`config.mk`:
```
export PLATFORM = sky130hd
export DESIGN_NAME = source_map_line_vlq_decoder_flat
export DESIGN_NICKNAME = d
export VERILOG_FILES = /design/src/rtl/smvlq_pkg.sv /design/src/rtl/smvlq_if.sv /design/src/rtl/source_map_line_vlq_decoder.sv /design/src/rtl/smvlq_front.sv /design/src/rtl/smvlq_back.sv /design/src/flat_wrapper.sv
export SDC_FILE = /design/constraint.sdc
export NUM_CORES = 1
export LEC_CHECK = 0
export ABC_AREA = 0
export BUFFER_PORTS_ARGS = -buffer_cell sky130_fd_sc_hd__clkbuf_2
export CORE_MARGIN = 1.5
export CORE_UTILIZATION = 40
export DETAILED_ROUTE_END_ITERATION = 12
export PLACE_DENSITY = 0.63
export RECOVER_POWER = 25
export REMOVE_ABC_BUFFERS = 1
export SLEW_MARGIN = 5
export SYNTH_ARGS = -nofsm -noshare
export SYNTH_HDL_FRONTEND = slang
export SYNTH_SLANG_ARGS = --single-unit
```
`constraint.sdc`:
```
create_clock -name clk -period 13.7 [get_ports clk]
set_input_delay 2.055 -clock clk [delete_from_list [all_inputs] [get_ports clk]]
set_output_delay 2.055 -clock clk [all_outputs]
set_load 0.01 [all_outputs]
```
`src/rtl/smvlq_pkg.sv`:
```
// Shared types and constants for the source map VLQ line decoder.
package smvlq_pkg;

  // Character codes of the base64 alphabet and the separators
  localparam logic [7:0] CH_UPPER_A = 8'h41;
  localparam logic [7:0] CH_UPPER_Z = 8'h5A;
  localparam logic [7:0] CH_LOWER_A = 8'h61;
  localparam logic [7:0] CH_LOWER_Z = 8'h7A;
  localparam logic [7:0] CH_ZERO    = 8'h30;
  localparam logic [7:0] CH_NINE    = 8'h39;
  localparam logic [7:0] CH_PLUS    = 8'h2B;
  localparam logic [7:0] CH_SLASH   = 8'h2F;
  localparam logic [7:0] CH_SEMI    = 8'h3B;
  localparam logic [7:0] CH_COMMA   = 8'h2C;

  localparam logic [5:0] DIG_LOWER_BASE = 6'd26;
  localparam logic [5:0] DIG_NUM_BASE   = 6'd52;
  localparam logic [5:0] DIG_PLUS       = 6'd62;
  localparam logic [5:0] DIG_SLASH      = 6'd63;

  localparam int         DIGIT_BITS = 5;
  localparam int         ACC_W      = 32;
  localparam logic [5:0] SHIFT_STEP = 6'd5;

  localparam logic [2:0] POS_MAX      = 3'd5;
  localparam logic [2:0] POS_LINE     = 3'd2;
  localparam logic [2:0] POS_EMIT_MIN = 3'd4;

  typedef enum logic {
    KIND_WRITE = 1'b0,
    KIND_ERROR = 1'b1
  } smvlq_kind_t;

  // One classified character as held in the queue
  typedef struct packed {
    logic       first;
    logic       semi;
    logic       comma;
    logic       bad;
    logic [5:0] digit;
  } smvlq_item_t;

endpackage

```
`src/rtl/smvlq_if.sv`:
```
// Valid/ready channel interfaces for the character input and the result output.
interface smvlq_in_if;
  logic       valid;
  logic       ready;
  logic       first;
  logic [7:0] char_code;

  modport source (output valid, output first, output char_code, input ready);
  modport sink   (input valid, input first, input char_code, output ready);
endinterface

interface smvlq_out_if #(parameter int LINE_BITS = 20);
  import smvlq_pkg::*;
  logic                valid;
  logic                ready;
  smvlq_kind_t         kind;
  logic [LINE_BITS:0]  table_index;
  logic signed [31:0]  source_line;

  modport source (output valid, output kind, output table_index, output source_line,
                  input ready);
  modport sink   (input valid, input kind, input table_index, input source_line,
                  output ready);
endinterface

```
`src/rtl/source_map_line_vlq_decoder.sv`:
```
// Top level of the source map mappings VLQ line decoder.
// Each character passes through the front-end queue and then the back end's registered result stage.
// Throughput: one character per cycle while the output is not back-pressured, set by the back end's state update.
// Input is refused only while the two-entry queue is full under output back-pressure.
// Reset (rst_n low, synchronous): queue emptied, decoding state and line_limit cleared.
module source_map_line_vlq_decoder #(
  parameter int LINE_BITS = 20
) (
  input  logic                 clk,
  input  logic                 rst_n,
  smvlq_in_if.sink             in_ch,
  smvlq_out_if.source          out_ch,
  input  logic                 cfg_we,
  input  logic [LINE_BITS-1:0] cfg_wdata
);
  import smvlq_pkg::*;

  logic [LINE_BITS-1:0] line_limit_r;
  smvlq_item_t          q_item;
  logic                 q_valid;
  logic                 q_pop;

  always_ff @(posedge clk) begin
    if (!rst_n) begin
      line_limit_r <= '0;
    end else if (cfg_we) begin
      line_limit_r <= cfg_wdata;
    end
  end

  smvlq_front u_front (
    .clk     (clk),
    .rst_n   (rst_n),
    .in_ch   (in_ch),
    .q_item  (q_item),
    .q_valid (q_valid),
    .q_pop   (q_pop)
  );

  smvlq_back #(
    .LINE_BITS (LINE_BITS)
  ) u_back (
    .clk        (clk),
    .rst_n      (rst_n),
    .q_item     (q_item),
    .q_valid    (q_valid),
    .q_pop      (q_pop),
    .line_limit (line_limit_r),
    .out_ch     (out_ch)
  );

endmodule

```
`src/rtl/smvlq_front.sv`:
```
// Front end: base64 classification of each character and a two-entry queue.
module smvlq_front (
  input  logic               clk,
  input  logic               rst_n,
  smvlq_in_if.sink           in_ch,
  output smvlq_pkg::smvlq_item_t q_item,
  output logic               q_valid,
  input  logic               q_pop
);
  import smvlq_pkg::*;

  localparam int QDEPTH = 2;
  localparam int PTR_W  = $clog2(QDEPTH);
  localparam int CNT_W  = $clog2(QDEPTH + 1);

  smvlq_item_t             qmem [QDEPTH];
  smvlq_item_t             cls;
  logic [PTR_W-1:0]        wr_ptr_r, wr_ptr_nxt;
  logic [PTR_W-1:0]        rd_ptr_r, rd_ptr_nxt;
  logic [CNT_W-1:0]        count_r, count_nxt;
  logic                    push;

  always_comb begin
    cls.first = in_ch.first;
    cls.semi  = (in_ch.char_code == CH_SEMI);
    cls.comma = (in_ch.char_code == CH_COMMA);
    cls.bad   = 1'b0;
    cls.digit = '0;
    case (in_ch.char_code) inside
      [CH_UPPER_A:CH_UPPER_Z]: cls.digit = 6'(in_ch.char_code - CH_UPPER_A);
      [CH_LOWER_A:CH_LOWER_Z]: cls.digit = 6'(in_ch.char_code - CH_LOWER_A) + DIG_LOWER_BASE;
      [CH_ZERO:CH_NINE]:       cls.digit = 6'(in_ch.char_code - CH_ZERO) + DIG_NUM_BASE;
      CH_PLUS:                 cls.digit = DIG_PLUS;
      CH_SLASH:                cls.digit = DIG_SLASH;
      // outside the alphabet: decoded as digit 0
      default:                 cls.bad   = 1'b1;
    endcase
  end

  assign in_ch.ready = (count_r != CNT_W'(QDEPTH));
  assign push        = in_ch.valid && in_ch.ready;
  assign q_valid     = (count_r != '0);
  assign q_item      = qmem[rd_ptr_r];

  always_comb begin
    wr_ptr_nxt = push  ? wr_ptr_r + PTR_W'(1) : wr_ptr_r;
    rd_ptr_nxt = q_pop ? rd_ptr_r + PTR_W'(1) : rd_ptr_r;
    count_nxt  = count_r + CNT_W'(push) - CNT_W'(q_pop);
  end

  always_ff @(posedge clk) begin
    if (push) begin
      qmem[wr_ptr_r] <= cls;
    end
  end

  always_ff @(posedge clk) begin
    if (!rst_n) begin
      wr_ptr_r <= '0;
      rd_ptr_r <= '0;
      count_r  <= '0;
    end else begin
      wr_ptr_r <= wr_ptr_nxt;
      rd_ptr_r <= rd_ptr_nxt;
      count_r  <= count_nxt;
    end
  end

endmodule

```
`src/rtl/smvlq_back.sv`:
```
// Back end: VLQ assembly, segment field tracking and the registered result stage.
module smvlq_back #(
  parameter int LINE_BITS = 20
) (
  input  logic                   clk,
  input  logic                   rst_n,
  input  smvlq_pkg::smvlq_item_t q_item,
  input  logic                   q_valid,
  output logic                   q_pop,
  input  logic [LINE_BITS-1:0]   line_limit,
  smvlq_out_if.source            out_ch
);
  import smvlq_pkg::*;

  localparam int GEN_W  = LINE_BITS + 1;
  localparam int WIDE_W = ACC_W + DIGIT_BITS;

  logic [2:0]        pos_r, pos_nxt, pos_c;
  logic [GEN_W-1:0]  gen_r, gen_nxt, gen_c;
  logic [ACC_W-1:0]  sum_r, sum_nxt, sum_c;
  logic [ACC_W-1:0]  acc_r, acc_nxt, acc_c;
  logic [5:0]        shift_r, shift_nxt, shift_c;
  logic              pend_r, pend_nxt, pend_c;

  logic [WIDE_W-1:0] dig_wide;
  logic [ACC_W-1:0]  acc_new, mag;
  logic              emit;
  smvlq_kind_t       kind_c;
  logic [GEN_W-1:0]  idx_c;
  logic [ACC_W-1:0]  src_c;

  logic              out_valid_r;
  smvlq_kind_t       kind_r;
  logic [GEN_W-1:0]  idx_r;
  logic [ACC_W-1:0]  src_r;
  logic              fire;

  assign fire  = q_valid && (!out_valid_r || out_ch.ready);
  assign q_pop = fire;

  always_comb begin
    // a first-flagged transaction starts from cleared decoding state
    pos_c   = q_item.first ? '0 : pos_r;
    gen_c   = q_item.first ? '0 : gen_r;
    sum_c   = q_item.first ? '0 : sum_r;
    acc_c   = q_item.first ? '0 : acc_r;
    shift_c = q_item.first ? '0 : shift_r;
    pend_c  = q_item.first ? 1'b0 : pend_r;

    pos_nxt   = pos_c;
    gen_nxt   = gen_c;
    sum_nxt   = sum_c;
    acc_nxt   = acc_c;
    shift_nxt = shift_c;
    pend_nxt  = pend_c;

    emit   = 1'b0;
    kind_c = KIND_WRITE;
    idx_c  = '0;
    src_c  = '0;

    // earlier digits sit below the shift, so the new digit merges by OR
    dig_wide = WIDE_W'(q_item.digit[DIGIT_BITS-1:0]) << shift_c[4:0];
    acc_new  = shift_c[5] ? acc_c : (acc_c | dig_wide[ACC_W-1:0]);
    mag      = {1'b0, acc_new[ACC_W-1:1]};

    if (!pend_c && (q_item.semi || q_item.comma)) begin
      if (pos_c >= POS_EMIT_MIN && gen_c < GEN_W'(line_limit)) begin
        emit  = 1'b1;
        idx_c = gen_c + GEN_W'(1);
        src_c = sum_c + ACC_W'(1);
      end
      if (q_item.semi && gen_c != '1) begin
        gen_nxt = gen_c + GEN_W'(1);
      end
      pos_nxt = '0;
    end else begin
      if (!shift_c[5]) begin
        acc_nxt   = acc_new;
        shift_nxt = shift_c + SHIFT_STEP;
      end
      if (q_item.digit[DIGIT_BITS]) begin
        pend_nxt = 1'b1;
      end else begin
        if (pos_c == POS_LINE) begin
          sum_nxt = acc_new[0] ? (sum_c - mag) : (sum_c + mag);
        end
        if (pos_c < POS_MAX) begin
          pos_nxt = pos_c + 3'd1;
        end
        acc_nxt   = '0;
        shift_nxt = '0;
        pend_nxt  = 1'b0;
      end
      if (q_item.bad) begin
        emit   = 1'b1;
        kind_c = KIND_ERROR;
      end
    end
  end

  always_ff @(posedge clk) begin
    if (!rst_n) begin
      pos_r       <= '0;
      gen_r       <= '0;
      sum_r       <= '0;
      acc_r       <= '0;
      shift_r     <= '0;
      pend_r      <= 1'b0;
      out_valid_r <= 1'b0;
    end else begin
      if (fire) begin
        pos_r       <= pos_nxt;
        gen_r       <= gen_nxt;
        sum_r       <= sum_nxt;
        acc_r       <= acc_nxt;
        shift_r     <= shift_nxt;
        pend_r      <= pend_nxt;
        out_valid_r <= emit;
      end else if (out_ch.ready) begin
        out_valid_r <= 1'b0;
      end
    end
  end

  always_ff @(posedge clk) begin
    if (fire && emit) begin
      kind_r <= kind_c;
      idx_r  <= idx_c;
      src_r  <= src_c;
    end
  end

  assign out_ch.valid       = out_valid_r;
  assign out_ch.kind        = kind_r;
  assign out_ch.table_index = idx_r;
  assign out_ch.source_line = $signed(src_r);

endmodule

```
`src/flat_wrapper.sv`:
```
// flat-port wrapper written by rule: the top's interface ports become plain ports
module source_map_line_vlq_decoder_flat import smvlq_pkg::*;
#(
  parameter int LINE_BITS = 20
)
  (clk, rst_n, cfg_we, cfg_wdata, in_ch_valid, in_ch_first, in_ch_char_code, in_ch_ready, out_ch_valid, out_ch_kind, out_ch_table_index, out_ch_source_line, out_ch_ready);
  smvlq_in_if in_ch_i ();
  smvlq_out_if #(.LINE_BITS(LINE_BITS)) out_ch_i ();
  input  logic clk;
  input  logic rst_n;
  input  logic cfg_we;
  input  logic [LINE_BITS-1:0] cfg_wdata;
  input wire logic [$bits(in_ch_i.valid)-1:0] in_ch_valid;
  input wire logic [$bits(in_ch_i.first)-1:0] in_ch_first;
  input wire logic [$bits(in_ch_i.char_code)-1:0] in_ch_char_code;
  output wire logic [$bits(in_ch_i.ready)-1:0] in_ch_ready;
  output wire logic [$bits(out_ch_i.valid)-1:0] out_ch_valid;
  output wire logic [$bits(out_ch_i.kind)-1:0] out_ch_kind;
  output wire logic [$bits(out_ch_i.table_index)-1:0] out_ch_table_index;
  output wire logic [$bits(out_ch_i.source_line)-1:0] out_ch_source_line;
  input wire logic [$bits(out_ch_i.ready)-1:0] out_ch_ready;
  assign in_ch_i.valid = in_ch_valid;
  assign in_ch_i.first = in_ch_first;
  assign in_ch_i.char_code = in_ch_char_code;
  assign in_ch_ready = in_ch_i.ready;
  assign out_ch_valid = out_ch_i.valid;
  assign out_ch_kind = out_ch_i.kind;
  assign out_ch_table_index = out_ch_i.table_index;
  assign out_ch_source_line = out_ch_i.source_line;
  assign out_ch_i.ready = out_ch_ready;
  source_map_line_vlq_decoder #(.LINE_BITS(LINE_BITS)) u_core (.clk(clk), .rst_n(rst_n), .in_ch(in_ch_i), .out_ch(out_ch_i), .cfg_we(cfg_we), .cfg_wdata(cfg_wdata));
endmodule
```
==> flow_summary_export.csv, run 1 <==
group,metric,value,unit
power_and_ir_drop,netSwitchingPower,795,uW
power_and_ir_drop,p_int,1.19,mW
routing,ant_nets,0,
critical_path,worstPathRequired,14070,ps
yosys,syn_area,13400,um^2
worst_hold_path,hp-start,"u_core.u_back.sum_r[23]$_SDFFE_PN0P_",
global_route,antenna_found_initial,0,
routing,drcViolationCount,0,
worst_hold_path,holdPathEnd,"u_core.u_back.sum_r[23]$_SDFFE_PN0P_",
power_and_ir_drop,clkPwrFrac,0.254,
worst_hold_path,min_path_type,"flip-flop to flip-flop",
critical_path,r2r_end,"u_core.u_back.sum_r[30]$_SDFFE_PN0P_",
sta,setup_tns,0,ps
die,dieArea,34600,um^2
sta,fin_worst_skew,9.49,ps
sta,postLayoutSetupSlackWorst,7200,ps
die,io_pins,90,
die,die_height,186,um
critical_path,r2r_cells,21,
place,post-place-ws,7300,ps
clock_tree,cts_buffer_depth,2,
sta,final.period_utilization,0.474,
job,max_cap_violations,1,
global_route,grt_pass1_vias,10800,
sta,finalMaxSlewViolations,53,
clock_tree,cts_buffers,17,
routing,drt_iter0_markers,807,
clock_tree,htreeDepth,4,
layout,drive_gt1_frac,0.0805,
global_route,grt_max_degree,77,
sta,period_needed,6500,ps
outcome,status,"finished with violations",
critical_path,crit_type,"flip-flop to flip-flop",
routing,wl_per_cell,16.2,um
critical_path,crit_path_start_kind,"flip-flop",
yosys,syn_avg_cell_area,8.43,um^2
place,place_congestion,0.879,
clock_tree,clk_pin_slew,80,ps
clock_tree,cts.sinks,195,
power_and_ir_drop,swShare,0.401,
sta,final-hold-violation-count,0,
yosys,ys_seq_area_frac,0.346,
sta,rsz0062_at_grt,"no",
clock_tree,clk_root_buffer_cell,"clkbuf_16",
power_and_ir_drop,sequentialPowerShare,0.347,
yosys,yosys_register_bits,195,
routing,vias,11600,
global_route,grt_util_all_layers,0.197,
clock_tree,insertion_delay,450,ps
critical_path,critPathMaxFanout,76,
yosys,synth_edf_count,74,
sta,worst_slew_pin_slew,2020,ps
die,initial_core_util,0.409,
global_route,grt_pass1_wl,54500,um
clock_tree,ctsHoldBuffers,0,
power_and_ir_drop,powerDensity,134,nW/um^2
outcome,violations,"max-capacitance violations, max-slew violations",
power_and_ir_drop,p_comb_frac,0.399,
power_and_ir_drop,cellLeakagePower,5.54,nW
clock_tree,tritoncts,"yes",
die,die_w,186,um
routing,via_per_inst,5.55,
routing,wl,33700,um
critical_path,endpoint_kind,"flip-flop",
global_route,overflow,0,
yosys,yosysWarnings,0,
clock_tree,cts_resized,0,
place,port_buffers,89,
layout,diodes,0,
worst_hold_path,worstHoldPathCells,2,
die,num_rows,66,
critical_path,regToRegSetupSlack,7200,ps
place,dpl.hpwl,24100,um
yosys,synth_cells,1592,
yosys,synth_ff_type,"dfxtp_1",
sta,slew_headroom,-0.344,
sta,fmax,0.154,GHz
layout,syn_to_final_growth,9.86,%
clock_tree,postCtsSetupRepairBufs,0,
routing,first_pass_iters,6,
yosys,synthArstFlopShare,0,
critical_path,cp.arrival,6870,ps
layout,nets,1727,
yosys,synth.distinct_cells,88,
power_and_ir_drop,irDropWorstVdd,0.104,mV
sta,setup_viol,0,
die,core-area,32800,um^2
==> registers in the layout, indices dropped and copies added (netlist names), 2 cells and up, named ones only <==
signal	flops
u_core.u_front.count_r	2
u_core.u_back.out_ch.table_index	21
u_core.u_back.pos_r	3
u_core.line_limit_r	20
u_core.u_back.gen_r	21
u_core.u_back.shift_r	6
u_core.u_back.sum_r	32
u_core.u_back.acc_r	32
u_core.u_back.out_ch.source_line	32
u_core.u_front.qmem	20
==> worst max path at each step <==
stage | endpoint | cells after the start | startpoint | slack, ps
finish | u_core.u_back.sum_r[30]$_SDFFE_PN0P_ | 21 | flip-flop | 7200
CTS | u_core.u_back.sum_r[30]$_SDFFE_PN0P_ | 21 | flip-flop | 7250
global route | u_core.u_back.sum_r[30]$_SDFFE_PN0P_ | 21 | flip-flop | 6390
detailed placement | u_core.u_back.sum_r[30]$_SDFFE_PN0P_ | 21 | flip-flop | 7300
global placement | u_core.u_back.sum_r[30]$_SDFFE_PN0P_ | 21 | flip-flop | 7450
floorplan | u_core.u_back.out_ch.kind$_SDFFCE_PP0P_ | 14 | flip-flop | 1710
==> logic make-up (layout without fill, tap and decap cells) <==
family	after synthesis	in the layout	share of synthesized area
muxes	46	46	0.0385
adders and majority gates	67	67	0.0631
buffers and inverters	157	204	0.0466
xor gates and xnor gates	109	109	0.0712
DFF	195	195	0.346
and+or+nand+nor	627	627	0.239
AOI/OAI and AO/OA	391	391	0.195
==> critical path: stages, from the launching register on <==
cell and delay, ps:
dfxtp_1 320, buf_4 360, mux2i_4 280, buf_4 430, buf_4 640, nor2_1 240
a211o_1 360, a221o_1 370, nand2b_1 150, nand3b_1 350, o21ai_0 280, xor2_1 170
ha_1 300, a2111oi_0 440, o21ai_0 260, nand4_1 200, a31oi_1 160, a211oi_1 430
o21ai_0 150, a21oi_1 220, nand4_1 120, o211ai_1 130
==> cells in the final DEF, fill, tap and decap left out, drive strengths merged, types with 16 or more instances in the layout <==
master  synthesis  routed
edfxtp         74      74
clkbuf         67     106
and3           22      22
a21boi         16      16
nand2         151     151
a21oi          95      95
nand4          22      22
xor2           44      44
inv            68      76
dfxtp         121     121
nand3          48      48
ha             66      66
and2           45      45
mux2i          37      37
o21ai          83      83
nor2          140     140
nor3           32      32
nor2b          97      97
a31oi          17      17
xnor2          65      65
a22oi          49      49
a21o           21      21
==> through the flow <==
| step | instance area [um^2] | utilization | power (mW) | instances | hold WS, ps |
|---|---|---|---|---|---|
| global placement | 14200 | 0.433 | 1.47 | 2049 | 452 |
| finish | 14700 | 0.449 | 1.98 | 2081 | 461 |
| detailed placement | 14200 | 0.433 | 1.48 | 2049 | 455 |
| floorplan | 13000 | - | 1.25 | 1504 | 439 |
| global route | 14700 | 0.449 | 2.10 | 2081 | 483 |
| CTS | 14800 | 0.451 | 1.99 | 2081 | 465 |
==> cells in the mapped netlist, types with 32 or more instances <==
| library cell | n | area share |
|---|---|---|
| nor2b_1 | 97 | 0.045 |
| nor2_1 | 140 | 0.039 |
| and2_1 | 43 | 0.020 |
| a22oi_1 | 49 | 0.027 |
| nor3_1 | 32 | 0.012 |
| a21oi_1 | 93 | 0.035 |
| dfxtp_1 | 121 | 0.18 |
| nand2_1 | 151 | 0.042 |
| mux2i_1 | 37 | 0.028 |
| nand3_1 | 48 | 0.018 |
| o21ai_0 | 80 | 0.030 |
| xnor2_1 | 65 | 0.042 |
| inv_1 | 68 | 0.019 |
| xor2_1 | 44 | 0.029 |
| edfxtp_1 | 74 | 0.17 |
| clkbuf_1 | 67 | 0.019 |
| ha_1 | 66 | 0.062 |
==> power groups by stage <==
stage	registers, mW	logic, mW	clock network, mW
2_1_floorplan	0.718	0.529	0
3_3_place_gp	0.700	0.774	0
3_5_place_dp	0.701	0.783	0
4_1_cts	0.687	0.787	0.517
5_1_grt	0.694	0.868	0.538
6_report	0.687	0.790	0.503
==> layer usage <==
metal	GRT usage	vias up	wire, um	share of wire
met1	0.266	5422	16100	0.48
met4	0.0568	0	486	0.014
met5	0	-	0	0
met3	0.0301	39	1630	0.048
li1	-	5784	-	-
met2	0.324	312	15500	0.46
==> final cells by class <==
type                            instances  area, um^2
Tap cell                              442         553
Clock inverter                         15         165
Clock buffer                           17         425
Inverter                               69         259
Multi-Input combinational cell       1240        8190
Fill cell                            3253       18000
Sequential cell                       195        4640
Timing Repair Buffer                  103         500
(Power assumes the default switching activity.)
==> run 2: changes to the inputs <==
Settings changed: PLACE_DENSITY 0.63 to 0.65.
Clock period 13.7 ns to 5.7 ns, I/O delays scaled along.
==> flow_summary_export.csv, run 2 (same netlist as run 1, synthesis figures left out) <==
group,metric,value,unit
outcome,status,"finished with violations",
outcome,violations,"max-capacitance violations, max-slew violations",
critical_path,setup.worst_path.end,"u_core.u_back.sum_r[31]$_SDFFE_PN0P_",
die,core-area,32800,um^2
critical_path,r2r_start,"u_core.u_front.qmem[0][9]$_DFFE_PP_",
place,post-place-ws,339,ps
power_and_ir_drop,powerDensity,321,nW/um^2
routing,wl_per_cell,16.7,um
power_and_ir_drop,sequentialPowerShare,0.342,
place,place_congestion,0.939,
die,die_height,186,um
routing,drt_iter0_markers,1039,
die,io_pins,90,
layout,diodes,0,
global_route,grt_pass1_wl,58000,um
sta,final.period_utilization,0.930,
power_and_ir_drop,cellLeakagePower,5.72,nW
sta,setup_viol,0,
place,dpl.hpwl,25900,um
layout,syn_to_final_growth,11.9,%
die,num_rows,66,
global_route,grt_max_degree,72,
power_and_ir_drop,clkPwrFrac,0.245,
layout,nets,1762,
global_route,grt_util_all_layers,0.209,
critical_path,crit_path_start_kind,"flip-flop",
clock_tree,cts_buffer_depth,2,
sta,final-hold-violation-count,0,
critical_path,endpoint_kind,"flip-flop",
sta,setup_tns,0,ps
routing,wl,35300,um
routing,via_per_inst,5.61,
worst_hold_path,min_path_type,"flip-flop to flip-flop",
sta,fin_worst_skew,9.98,ps
clock_tree,insertion_delay,440,ps
critical_path,regToRegSetupSlack,400,ps
sta,slew_headroom,-0.831,
die,dieArea,34600,um^2
routing,ant_nets,0,
worst_hold_path,worstHoldPathCells,2,
power_and_ir_drop,p_comb_frac,0.413,
critical_path,cp.arrival,5670,ps
critical_path,crit_path_start,"u_core.u_front.qmem[0][9]$_DFFE_PP_",
global_route,antenna_found_initial,0,
layout,fill_cells,3268,
layout,drive_gt1_frac,0.103,
sta,period_needed,5300,ps
power_and_ir_drop,netSwitchingPower,1.95,mW
routing,first_pass_iters,8,
power_and_ir_drop,p_int,2.87,mW
sta,worst_slew_pin_slew,2750,ps
critical_path,r2r_cells,20,
critical_path,worstPathRequired,6070,ps
place,place_inst,2084,
critical_path,crit_type,"flip-flop to flip-flop",
power_and_ir_drop,irDropWorstVdd,0.228,mV
die,initial_core_util,0.409,
critical_path,critPathMaxFanout,11,
layout,layout_commonest_cell,"nand2_1",
clock_tree,htreeDepth,4,
power_and_ir_drop,swShare,0.404,
sta,rsz0062_at_grt,"no",
place,port_buffers,89,
layout,final_cell_mix,"nand2_1, nor2_1, dfxtp_1",
clock_tree,postCtsSetupRepairBufs,0,
global_route,grt_pass1_vias,11500,
clock_tree,tritoncts,"yes",
critical_path,r2r_end,"u_core.u_back.sum_r[31]$_SDFFE_PN0P_",
layout,layout.cells.non_filler,2116,
clock_tree,clk_root_buffer_cell,"clkbuf_16",
clock_tree,clk_pin_slew,80,ps
clock_tree,cts_buffers,17,
job,max_cap_violations,1,
die,die_w,186,um
sta,hold-worst-slack,459,ps
sta,finalMaxSlewViolations,72,
clock_tree,ctsHoldBuffers,0,
sta,fmax,0.189,GHz
routing,vias,11900,
routing,drcViolationCount,0,
global_route,overflow,0,
clock_tree,cts.sinks,195,
layout,fin_util,0.458,
sta,postLayoutSetupSlackWorst,398,ps
[run 2: cell count changes in the layout (fill, tap and decap cells not counted), sizes merged]
cell | previous run | this run
inv | 76 | 78
buf | 14 | 49
clkbuf | 106 | 107
clkinv | 6 | 4
bufinv | 1 | 0
[run 2: power by group through the flow]
stage                     registers, mW  clock network [mW]  logic [mW]
after global placement             1.68                   0        1.95
final                              1.65                1.18        1.99
after detailed placement           1.68                   0        1.96
after floorplan                    1.73                   0        1.27
after CTS                          1.65                1.21        1.98
after global routing               1.67                1.26        2.19
[run 2: worst min-delay path by stage]
stage / startpoint / end / slack [ps]
floorplan: u_core.u_back.sum_r[23]$_SDFFE_PN0P_ / u_core.u_back.sum_r[23]$_SDFFE_PN0P_ / 440
global route: u_core.u_back.sum_r[23]$_SDFFE_PN0P_ / u_core.u_back.sum_r[23]$_SDFFE_PN0P_ / 520
detailed placement: u_core.u_back.sum_r[23]$_SDFFE_PN0P_ / u_core.u_back.sum_r[23]$_SDFFE_PN0P_ / 450
finish: u_core.u_back.sum_r[23]$_SDFFE_PN0P_ / u_core.u_back.sum_r[23]$_SDFFE_PN0P_ / 460
CTS: u_core.u_back.sum_r[23]$_SDFFE_PN0P_ / u_core.u_back.sum_r[23]$_SDFFE_PN0P_ / 460
global placement: u_core.u_back.sum_r[23]$_SDFFE_PN0P_ / u_core.u_back.sum_r[23]$_SDFFE_PN0P_ / 450
[run 2: critical path, cell delays in order (launching register included)]
cell and delay, ps:
edfxtp_1 540, mux2i_4 480, buf_4 250, nand3_1 100, o211ai_1 320, a31oi_1 330
and3_1 310, nand3_1 220, o21ai_0 160, xnor2_1 150, ha_1 360, and3_1 210
nand4_1 90, a21oi_1 180, or3_1 200, nand4_1 140, a211oi_1 370, o211ai_1 180
a211o_1 290, a21oi_2 130, mux2i_1 200
[run 2: final cells by class]
class                      count  area (um^2)  area share
multi-input combinational   1240         8200       0.547
sequential                   195         4650       0.310
timing repair buffer         138          778      0.0519
tap                          442          553      0.0369
clock buffer                  18          429      0.0286
inverter                      69          259      0.0173
clock inverter                14          139     0.00925
[run 2: layer usage]
layer,GRT usage,part of all wire,wire length (um),vias up
met5,0,0,0,-
met4,0.0735,0.023,823,0
met3,0.0305,0.052,1850,53
met2,0.344,0.46,16300,370
met1,0.280,0.46,16300,5610
li1,-,-,-,5847
[run 2: what timing repair did]
action / 4_1_cts / 5_1_grt
endpoints found under the hold margin: 0 / 0
endpoints found under the setup margin: 0 / 6
gates resized for setup: 0 / 5
[run 2: metrics by stage]
stage / area [um^2] / total power [mW]
floorplan: 13000 / 3.00
finish: 15000 / 4.82
global placement: 14500 / 3.63
global route: 15000 / 5.11
detailed placement: 14500 / 3.65
CTS: 15000 / 4.83
